<file path="src/design/assert_macros.svh">
// Assertion macros used by the run list decoder RTL.
`ifndef ASSERT_MACROS_SVH
`define ASSERT_MACROS_SVH

`ifndef NO_ASSERTIONS

// Same-cycle implication, checked out of reset
`define ASSERT_IMPL(label, clk, rst_n, pre, post) \
  label: assert property (@(posedge clk) disable iff (!(rst_n)) (pre) |-> (post)) \
    else $error("assertion failed");

// Next-cycle implication, checked out of reset
`define ASSERT_NEXT(label, clk, rst_n, pre, post) \
  label: assert property (@(posedge clk) disable iff (!(rst_n)) (pre) |=> (post)) \
    else $error("assertion failed");

`else

`define ASSERT_IMPL(label, clk, rst_n, pre, post)
`define ASSERT_NEXT(label, clk, rst_n, pre, post)

`endif

`endif

</file>
<file path="src/design/drl_pkg.sv">
// Types, constants and helpers of the run list decoder.
`timescale 1ns / 1ps

package drl_pkg;

  // Largest legal byte count of a length or offset field
  localparam int unsigned MAX_FIELD_BYTES_DEF = 8;

  localparam int unsigned BYTE_W    = 8;
  localparam int unsigned VAL_W     = 64;
  localparam int unsigned CFG_W     = 63;
  localparam int unsigned CNT_W     = 4;
  localparam int unsigned IDX_W     = 3;
  localparam int unsigned OUT_TDATA_W = 3 * VAL_W;

  // Header nibbles
  localparam logic [BYTE_W-1:0] LEN_MASK = 8'h0f;
  localparam logic [BYTE_W-1:0] OFF_MASK = 8'hf0;

  typedef enum logic [1:0] {
    PH_HEADER = 2'd0,
    PH_LENGTH = 2'd1,
    PH_OFFSET = 2'd2
  } drl_phase_e;

  // Result flags, lowest bit first: sparse, list_end, malformed
  typedef struct packed {
    logic malformed;
    logic list_end;
    logic sparse;
  } drl_flags_t;

  // Sign-extend a little-endian field of idx+1 bytes to 64 bits
  function automatic logic [VAL_W-1:0] sext_bytes(logic [VAL_W-1:0] v,
                                                  logic [IDX_W-1:0] idx);
    logic [VAL_W-1:0] keep;
    logic             sign;
    keep = {VAL_W{1'b1}} >> {~idx, 3'b000};
    sign = v[{idx, 3'b111}];
    return (v & keep) | (sign ? ~keep : '0);
  endfunction

endpackage

</file>
<file path="src/design/data_run_list_decoder.sv">
// Run list decoder: one run-list byte in per cycle unless a waiting result stalls it, one run descriptor out.
//
// Usage:
//   s_axis carries the run list one byte per request; tuser set marks the
//   first byte of a new list, which reloads the running VCN from base_vcn
//   and clears the previous LCN. cfg writes base_vcn (63 bits) and is
//   always ready; write it only while the decoder is idle.
//   m_axis gives one result after the last byte of each run, after a zero
//   header (list_end) or after a field count above MAX_FIELD_BYTES
//   (malformed). After list_end or malformed, bytes are dropped until the
//   next list start.
// Timing:
//   One byte per cycle while no result waits. A result appears in the cycle
//   after its last byte is taken, set by the single result register; the
//   byte decode, sign extension and 64-bit VCN/LCN add sit between the
//   state registers and that result register.
// Reset and stall:
//   Reset clears all running values, base_vcn and the result valid bit.
//   While a result waits and m_axis_tready is low, s_axis_tready is low;
//   when the result is taken, a new byte is accepted in the same cycle.
`timescale 1ns / 1ps

module data_run_list_decoder #(
  parameter int unsigned MAX_FIELD_BYTES = drl_pkg::MAX_FIELD_BYTES_DEF
) (
  input  logic                                clk_i,
  input  logic                                rst_ni,
  // configuration: base_vcn
  input  logic                                cfg_valid_i,
  output logic                                cfg_ready_o,
  input  logic [drl_pkg::CFG_W-1:0]           cfg_data_i,
  // input bytes
  input  logic                                s_axis_tvalid,
  output logic                                s_axis_tready,
  input  logic [drl_pkg::BYTE_W-1:0]          s_axis_tdata,  // [7:0] run_byte
  input  logic                                s_axis_tuser,  // [0] list_start
  // results
  output logic                                m_axis_tvalid,
  input  logic                                m_axis_tready,
  // [63:0] run_start_vcn, [127:64] run_length, [191:128] run_lcn
  output logic [drl_pkg::OUT_TDATA_W-1:0]     m_axis_tdata,
  // [0] sparse, [1] list_end, [2] malformed
  output drl_pkg::drl_flags_t                 m_axis_tuser
);

  import drl_pkg::*;

  // state
  drl_phase_e         phase_q, phase_d;
  logic [CNT_W-1:0]   len_left_q, len_left_d;
  logic [CNT_W-1:0]   off_left_q, off_left_d;
  logic [IDX_W-1:0]   idx_q, idx_d;
  logic [VAL_W-1:0]   len_acc_q, len_acc_d;
  logic [VAL_W-1:0]   off_acc_q, off_acc_d;
  logic [VAL_W-1:0]   next_vcn_q, next_vcn_d;
  logic [VAL_W-1:0]   prev_lcn_q, prev_lcn_d;
  logic               ended_q, ended_d;
  logic [CFG_W-1:0]   base_vcn_q;

  // result register
  logic               out_valid_q;
  logic [VAL_W-1:0]   out_vcn_q, out_len_q, out_lcn_q;
  drl_flags_t         out_flags_q;

  // decode outputs
  logic               emit;
  logic [VAL_W-1:0]   res_vcn, res_len, res_lcn;
  drl_flags_t         res_flags;

  // working values after a list start is applied
  drl_phase_e         eff_phase;
  logic               eff_ended;
  logic [VAL_W-1:0]   eff_vcn, eff_prev;
  logic [CNT_W-1:0]   ln, on;
  logic [VAL_W-1:0]   ins, len_fin, off_fin;
  logic               accept;

  // check terms
  logic               chk_end, chk_sparse, chk_drop;

  assign cfg_ready_o   = 1'b1;
  assign s_axis_tready = !out_valid_q || m_axis_tready;
  assign accept        = s_axis_tvalid && s_axis_tready;

  // Byte decode and run arithmetic
  always_comb begin
    eff_phase = s_axis_tuser ? PH_HEADER : phase_q;
    eff_ended = s_axis_tuser ? 1'b0 : ended_q;
    eff_vcn   = s_axis_tuser ? {1'b0, base_vcn_q} : next_vcn_q;
    eff_prev  = s_axis_tuser ? '0 : prev_lcn_q;

    ln  = CNT_W'(s_axis_tdata & LEN_MASK);
    on  = CNT_W'((s_axis_tdata & OFF_MASK) >> 4);
    ins = VAL_W'(s_axis_tdata) << {idx_q, 3'b000};
    len_fin = sext_bytes(len_acc_q | ins, idx_q);
    off_fin = sext_bytes(off_acc_q | ins, idx_q);

    phase_d    = phase_q;
    len_left_d = len_left_q;
    off_left_d = off_left_q;
    idx_d      = idx_q;
    len_acc_d  = len_acc_q;
    off_acc_d  = off_acc_q;
    next_vcn_d = next_vcn_q;
    prev_lcn_d = prev_lcn_q;
    ended_d    = ended_q;

    emit      = 1'b0;
    res_vcn   = '0;
    res_len   = '0;
    res_lcn   = '0;
    res_flags = '0;

    if (accept) begin
      // list start reloads the running values even if nothing else follows
      phase_d    = eff_phase;
      ended_d    = eff_ended;
      next_vcn_d = eff_vcn;
      prev_lcn_d = eff_prev;

      if (!eff_ended) begin
        unique case (eff_phase)
          PH_HEADER: begin
            if (s_axis_tdata == '0) begin
              emit               = 1'b1;
              res_flags.list_end = 1'b1;
              ended_d            = 1'b1;
            end else if (ln > CNT_W'(MAX_FIELD_BYTES) ||
                         on > CNT_W'(MAX_FIELD_BYTES)) begin
              emit                = 1'b1;
              res_flags.malformed = 1'b1;
              ended_d             = 1'b1;
            end else begin
              len_left_d = ln;
              off_left_d = on;
              idx_d      = '0;
              len_acc_d  = '0;
              off_acc_d  = '0;
              phase_d    = (ln != '0) ? PH_LENGTH : PH_OFFSET;
            end
          end
          PH_LENGTH: begin
            len_left_d = len_left_q - 1'b1;
            if (len_left_q != CNT_W'(1)) begin
              len_acc_d = len_acc_q | ins;
              idx_d     = idx_q + 1'b1;
            end else begin
              len_acc_d = len_fin;
              idx_d     = '0;
              if (off_left_q == '0) begin
                // sparse run: no offset, previous LCN kept
                emit             = 1'b1;
                res_vcn          = eff_vcn;
                res_len          = len_fin;
                res_flags.sparse = 1'b1;
                next_vcn_d       = eff_vcn + len_fin;
                phase_d          = PH_HEADER;
              end else begin
                phase_d = PH_OFFSET;
              end
            end
          end
          PH_OFFSET: begin
            off_left_d = off_left_q - 1'b1;
            if (off_left_q != CNT_W'(1)) begin
              off_acc_d = off_acc_q | ins;
              idx_d     = idx_q + 1'b1;
            end else begin
              off_acc_d  = off_fin;
              idx_d      = '0;
              emit       = 1'b1;
              res_vcn    = eff_vcn;
              res_len    = len_acc_q;
              res_lcn    = eff_prev + off_fin;
              next_vcn_d = eff_vcn + len_acc_q;
              prev_lcn_d = eff_prev + off_fin;
              phase_d    = PH_HEADER;
            end
          end
          default: begin
            phase_d = PH_HEADER;
          end
        endcase
      end
    end
  end

  // Decoder state
  always_ff @(posedge clk_i or negedge rst_ni) begin
    if (!rst_ni) begin
      phase_q     <= PH_HEADER;
      len_left_q  <= '0;
      off_left_q  <= '0;
      idx_q       <= '0;
      len_acc_q   <= '0;
      off_acc_q   <= '0;
      next_vcn_q  <= '0;
      prev_lcn_q  <= '0;
      ended_q     <= 1'b0;
      base_vcn_q  <= '0;
    end else begin
      phase_q    <= phase_d;
      len_left_q <= len_left_d;
      off_left_q <= off_left_d;
      idx_q      <= idx_d;
      len_acc_q  <= len_acc_d;
      off_acc_q  <= off_acc_d;
      next_vcn_q <= next_vcn_d;
      prev_lcn_q <= prev_lcn_d;
      ended_q    <= ended_d;
      if (cfg_valid_i && cfg_ready_o) begin
        base_vcn_q <= cfg_data_i;
      end
    end
  end

  // Result register: valid bit
  always_ff @(posedge clk_i or negedge rst_ni) begin
    if (!rst_ni) begin
      out_valid_q <= 1'b0;
    end else if (accept && emit) begin
      out_valid_q <= 1'b1;
    end else if (m_axis_tready) begin
      out_valid_q <= 1'b0;
    end
  end

  // Result register: payload
  always_ff @(posedge clk_i) begin
    if (accept && emit) begin
      out_vcn_q   <= res_vcn;
      out_len_q   <= res_len;
      out_lcn_q   <= res_lcn;
      out_flags_q <= res_flags;
    end
  end

  assign m_axis_tvalid = out_valid_q;
  assign m_axis_tdata  = {out_lcn_q, out_len_q, out_vcn_q};
  assign m_axis_tuser  = out_flags_q;

  // Checks
  assign chk_end    = m_axis_tvalid && (m_axis_tuser.list_end || m_axis_tuser.malformed);
  assign chk_sparse = m_axis_tvalid && m_axis_tuser.sparse;
  assign chk_drop   = accept && ended_q && !s_axis_tuser;

  `include "assert_macros.svh"

  `ASSERT_IMPL(a_one_flag, clk_i, rst_ni, m_axis_tvalid, $onehot0(m_axis_tuser))
  `ASSERT_IMPL(a_end_zero, clk_i, rst_ni, chk_end, m_axis_tdata == '0)
  `ASSERT_IMPL(a_sparse_lcn, clk_i, rst_ni, chk_sparse, m_axis_tdata[3*VAL_W-1:2*VAL_W] == '0)
  `ASSERT_NEXT(a_ended_quiet, clk_i, rst_ni, chk_drop, ended_q && (phase_q == $past(phase_q)))

endmodule
</file>
<file path="config.mk">
export PLATFORM = sky130hd
export DESIGN_NAME = data_run_list_decoder
export DESIGN_NICKNAME = d
export VERILOG_FILES = /design/src/design/drl_pkg.sv /design/src/design/data_run_list_decoder.sv
export VERILOG_INCLUDE_DIRS = /design/src /design/src/design
export SDC_FILE = /design/constraint.sdc
export NUM_CORES = 2
export LEC_CHECK = 0
export ABC_AREA = 1
export CORE_ASPECT_RATIO = 1.4
export CORE_MARGIN = 1.5
export CORE_UTILIZATION = 40
export CTS_CLUSTER_SIZE = 28
export DETAILED_ROUTE_END_ITERATION = 7
export DONT_BUFFER_PORTS = 1
export HOLD_SLACK_MARGIN = 0.05
export SLEW_MARGIN = 10
export SYNTH_ARGS = -nofsm -noshare
export SYNTH_HDL_FRONTEND = slang
export SYNTH_SLANG_ARGS = --single-unit
</file>
<file path="constraint.sdc">
create_clock -name clk_i -period 30.3 [get_ports clk_i]
set_input_delay 1.515 -clock clk_i [delete_from_list [all_inputs] [get_ports clk_i]]
set_output_delay 1.515 -clock clk_i [all_outputs]
set_load 0.05 [all_outputs]
</file>
* After elaboration in Yosys (flattened, before gate mapping)
Index checks and enable logic that the tools add are counted.
** Operators by class
- $add $sub $neg :: 6
- Order comparisons :: 3
- Equal/unequal tests :: 6
- Shifts and indexed selects :: 2
- Multiplexer cells :: 64
- Bitwise operators :: 13
- Reductions and logical operators :: 21
** Operator list (count)
- $mux 64 :: 21
- $pmux 64 s2 :: 5
- $or 64x64->64 :: 4
- $add 64x64->64 :: 3
- $and 64x64->64 :: 2
- $not 64->64 :: 1
- $shl 8x6->64 :: 1
- $shr 64x6->64 const A :: 1
- $mux 2 :: 8
- $mux 4 :: 4
- $pmux 4 s2 :: 2
- $mux 1 :: 15
- $reduce_and 5->1 :: 3
- $mux 3 :: 4
- $pmux 3 s3 :: 1
- $gt 4x4->1 const B :: 2
- $logic_not 8->1 :: 1
- $ne 4x1->1 const B :: 2
- $reduce_or 4->1 :: 2
- $sub 4x1->4 const B :: 2
- $lt 6x7->1 const B :: 1
- $bmux 1 s3 :: 2
- $pmux 2 s3 :: 1
- $reduce_bool 2->1 :: 3
- 16 further kinds :: 24
** Word-level totals
- Bits in registers :: 529
- Output and inout port bits :: 198
- Word-level logic and storage cells :: 132

* Depth between registers and ports, before layout
- Depth after elaboration :: 11
- Depth in mapped cells :: 31
- Gate-level depth less buffers :: 30

* Least setup slack after synthesis
OpenSTA, ideal clock, no wires.
- Path type :: input to register
- From :: input s_axis_tuser
- To :: register out_flags_q, in the netlist m_axis_tuser[0] (enable)
- Library setup time :: 0.753 ns
- Arrival :: 11.626 ns
- Required time :: 29.547 ns
- Path slack :: 17.921 ns
- Stages on the path :: 12
- Path through :: buf_2 clkbuf_1 clkbuf_1 nor2_1 inv_1 ha_1 inv_2 nor2_1 clkbuf_1 clkbuf_1 nor3_1 nor2_1
** On the way
- Longest elaborated chain between the ends :: 6
- Elaborated cells on any way between the ends :: 9
- Those cells by class :: eq/ne (2); mux (5); reduce/logical (2)
** RTL lines
- start: declaration :: line data_run_list_decoder.sv:36 : input logic s_axis_tuser,
- $mux 2 :: line data_run_list_decoder.sv:87 : eff_phase = s_axis_tuser ? PH_HEADER : phase_q;
- $eq 2x2->1, or another cell as far along :: line data_run_list_decoder.sv:122 : unique case (eff_phase)
- $pmux 1 s3 :: line data_run_list_decoder.sv:122
- $mux 1 (*) :: line data_run_list_decoder.sv:121 : if (!eff_ended) begin
- $mux 1 (*) :: line data_run_list_decoder.sv:114 : if (accept) begin
- $logic_and 1x1->1 (*) :: line data_run_list_decoder.sv:230 : if (accept && emit) begin
- end signal: assignment :: line data_run_list_decoder.sv:234 : out_flags_q <= res_flags;
- end: declaration :: line data_run_list_decoder.sv:63 : drl_flags_t out_flags_q;
Mark *: on every way between the ends. The rest lies on a longest branch, timed or not.
A chain may end at the register's enable or synchronous reset.

* Worst setup path after layout
- From :: register idx_q[2]
- To :: register next_vcn_q[57]
** On the way
- Longest elaborated chain between the ends :: 11
- Elaborated cells on any way between the ends :: 15
- Those cells by class :: add/sub (1); shift (2); mux (7); bitwise (5)
** RTL lines
- start: declaration :: line data_run_list_decoder.sv:52 : logic [IDX_W-1:0] idx_q, idx_d;
- start signal: assignment :: line data_run_list_decoder.sv:205 : idx_q <= idx_d;
- $shl 8x6->64 :: line data_run_list_decoder.sv:94 : ins = VAL_W'(s_axis_tdata) << {idx_q, 3'b000};
- $or 64x64->64 :: line data_run_list_decoder.sv:95 : len_fin = sext_bytes(len_acc_q | ins, idx_q);
- $bmux 1 s3 :: line drl_pkg.sv:39 : sign = v[{idx, 3'b111}];
- $mux 1 (implied by the code) :: line drl_pkg.sv:39
- $mux 64 :: line drl_pkg.sv:40 : return (v & keep) | (sign ? ~keep : '0);
- $or 64x64->64 (*) :: line drl_pkg.sv:40
- $add 64x64->64 (*) :: line data_run_list_decoder.sv:156 : next_vcn_d = eff_vcn + len_fin;
- $mux 64 (*) :: line data_run_list_decoder.sv:150 : if (off_left_q == '0) begin
- $mux 64 (*) :: line data_run_list_decoder.sv:144 : if (len_left_q != CNT_W'(1)) begin
- $pmux 64 s2 (*) :: line data_run_list_decoder.sv:122
- $mux 64 (*) :: line data_run_list_decoder.sv:121
- end signal: assignment :: line data_run_list_decoder.sv:208 : next_vcn_q <= next_vcn_d;
- end: declaration :: line data_run_list_decoder.sv:55 : logic [VAL_W-1:0] next_vcn_q, next_vcn_d;
Mark *: on every way between the ends. The rest lies on a longest branch, timed or not. The select of a mux whose other input is x is not followed.

==> results.txt <==
outcome - completed
via count of the first global-routing pass - 38467
gpl congestion - 1.015
Power Total - 4.931 mW
Critical Path AT - 6.64 ns
worst skew pair latency - 0.71 ns
main flop type after synthesis - dfrtp_1
Gate Count Post-Synth - 5743
DRC Markers - 0
Max FO, Critical Path - 32
total routed wirelength - 170200 um
synth warn - 0
Max Transition Viols Final - 0
CTS resizes - 0
Register Area - 14210 um^2
antenna viol nets, final - 0
CP Cell Sequence - nor2_2 > buf_4 > nand2_1 > nand3_1 > nand3_1 > nand3_1 > nor2_1 > a31oi_1 > ha_1 > nand2_1 > nor2_1 > nand2_1 > o21ai_0 > nand2_1 > nand2_1 > nand2_1 > nand2_1 > nand2_1 > nand2_1 > nand2_1 > nand3_1 > nand2_1 > nand2_1 > nand2_1
first-pass GRT wire length - 246700 um
CTS tree - built
port bufs - 0
TritonCTS buffer count - 57
Seq/Total Area, Yosys - 36.10%
part of the cycle the worst path needs - 20.10%
worst slew pin tran - 1.310 ns
Root Buffer - clkbuf_16
Hold WC Path Type - reg -> reg
multi-input logic area - 21400 um^2
row count - 136
fin crit period - 6.091 ns
Vias/cell - 5.648
ANT cells - 0
First-pass DRT Iterations - 6
Max-Cap Viols - 0
Leak - 19.45 nW
Max Fclk - 0.1642 GHz
GRT met2 Usage - 56.80%
CTS sink count - 529
CP endpoint kind - register
most common cell after layout, fill and taps aside - nand2_1
routed via count - 39572
Synth async-reset ratio - 63.14%
Worst Path Required - 30.85 ns
critical path type - reg -> reg
nets - 5928
Post-Syn Nets - 6025
CTS Hold Buffers Added - 0
Synth Register Bits - 529
Power Dens Cells - 115.9 nW/um^2
I/O pin count - 275
die area - 100400 um^2
most frequent cells in the layout - nand2_1 (1248), inv_1 (805), nor2_1 (803)
post-synth top area cell - dfrtp_1
height of the die - 374.2 um
Crit-path slowest cell - dfrtp_1
drt wl/cell - 24.30 um
non-filler cells, final - 7006
Rel. slew slack - 12.36%
Avg Cell Area, Syn - 6.856 um^2
Area Growth Syn to Fin - 8.106%
Fillers - 10383
Setup crit start kind - register
largest net degree at the start of global routing - 335
RSZ-0062 raised after global routing - false
crit-path max cell delay - 0.77 ns
clk slew on worst S/H paths - 0.07 ns
share of cells above drive strength 1 - 3.617%
met1 usage - 39.09%
clk_skew - 0.05978 ns
Remaining Overflow, GRT - 0
top post-synthesis cells by area - dfrtp_1 (21%), edfxtp_1 (15%), nand2_1 (12%)
Iter 0 DRT Violations - 3679
Die W - 268.2 um
setup tns final - 0 ns
Peak VDD IR - 0.06370 mV
Post-CTS Setup Bufs - 0
cell mode on critical path - nand2_1
clk buf depth - 3
endpoints failing setup - 0
Final HPWL DP - 133700 um
GRT busiest layer - met2
htree depth - 2
Starting Density - 40.24%
GR met3 Demand/Resource - 4.054%
dpl cells - 6898
core footprint - 97840 um^2
Final Hold Violating Endpoints - 0
initial antenna violation count - 0
unique cell type count in the Yosys netlist - 56
mapped cell area - 39380 um^2
area share of the largest cell type after synthesis - 21.23%
number of flops mapped to enable cells by yosys - 195
GRT Util Overall - 33.36%
logic make-up after synthesis:
family / count (synthesis) / share of synthesized area, %
compound gates: 1443 / 20.75
xor+xnor: 50 / 1.131
fa+ha+maj: 205 / 6.571
buf+inv: 1016 / 9.736
flops: 529 / 36.10
other cells: 1 / 0.009524
simple gates: 2499 / 25.71
worst max-delay path, delay by kind of cell, from the launching register on:
family	cells	cell delay (ns)
simple gates	20	3.64
flops	1	0.77
compound gates	2	0.79
buf+inv	1	0.30
fa+ha+maj	1	0.44
power breakdown:
group / total (mW) / switching, mW / internal, mW
clock network: 0.732 / 0.333 / 0.399
registers: 1.09 / 0.203 / 0.891
logic: 3.11 / 2.25 / 0.860
total: 4.93 / 2.78 / 2.15
metrics by stage:
step / setup slack [ns] / instance area [um^2] / util (%) / hold slack, ns
floorplan: 17.92 / 39380 / - / 0.4436
global placement: 23.98 / 40640 / 41.53 / 0.4625
detailed placement: 24.00 / 40640 / 41.53 / 0.4708
CTS: 24.32 / 42570 / 43.51 / 0.4885
global route: 23.89 / 42570 / 43.51 / 0.5062
finish: 24.21 / 42570 / 43.51 / 0.4870
cell usage after synthesis, types with 5 or more instances:
cell type,number
a211oi_1,5
a21boi_0,19
a21o_1,36
a21oi_1,440
a22oi_1,31
a31oi_1,132
a32o_1,5
buf_1,27
buf_2,12
clkbuf_1,154
dfrtp_1,334
edfxtp_1,195
ha_1,202
inv_1,808
inv_2,11
nand2_1,1251
nand3_1,240
nand3b_1,18
nand4_1,31
nor2_1,808
nor2_2,8
nor3_1,81
nor4_1,12
o211ai_1,22
o21a_1,27
o21ai_0,564
o21bai_1,23
o221ai_1,6
o22ai_1,62
o32ai_1,52
or2_2,34
xnor2_1,23
xor2_1,26
registers in the layout, summed over array words and instances (netlist names):
name           count
prev_lcn_q        64
m_axis_tuser       3
out_len_q         64
off_acc_q         64
idx_q              3
next_vcn_q        64
out_vcn_q         64
m_axis_tvalid      1
phase_q            2
len_acc_q         64
out_lcn_q         64
ended_q            1
len_left_q         4
base_vcn_q        63
off_left_q         4
layout make-up:
type | instances | share of cell area (%)
Tap cell | 1311 | 3.853
Inverter | 821 | 7.240
Clock inverter | 38 | 0.9435
Multi-Input combinational cell | 4198 | 50.27
Clock buffer | 70 | 3.586
Sequential cell | 529 | 33.39
Timing Repair Buffer | 39 | 0.7172
routing by layer:
layer | up-vias | part of all wire (%) | wire length (um)
met5 | - | 0 | 0
met4 | 0 | 7.7 | 13180
met3 | 451 | 5.9 | 9995
met2 | 1541 | 48 | 81440
met1 | 18642 | 39 | 65620
li1 | 18938 | - | -
worst paths after layout:
| check | from | to | slack (ns) | cells past startpoint |
|---|---|---|---|---|
| max | idx_q[2]$_DFFE_PN0P_ | next_vcn_q[57]$_DFFE_PN0P_ | 24.21 | 24 |
| min | next_vcn_q[47]$_DFFE_PN0P_ | next_vcn_q[47]$_DFFE_PN0P_ | 0.49 | 2 |
| max reg2reg | idx_q[2]$_DFFE_PN0P_ | next_vcn_q[57]$_DFFE_PN0P_ | 24.21 | 24 |
| min reg2reg | next_vcn_q[47]$_DFFE_PN0P_ | next_vcn_q[47]$_DFFE_PN0P_ | 0.49 | 2 |
| max in group asynchronous | rst_ni | prev_lcn_q[3]$_DFFE_PN0P_ | 28.86 | 0 |
| min in group asynchronous | rst_ni | next_vcn_q[50]$_DFFE_PN0P_ | 0.55 | 0 |
Note: power is estimated with default switching activity, not from simulation.
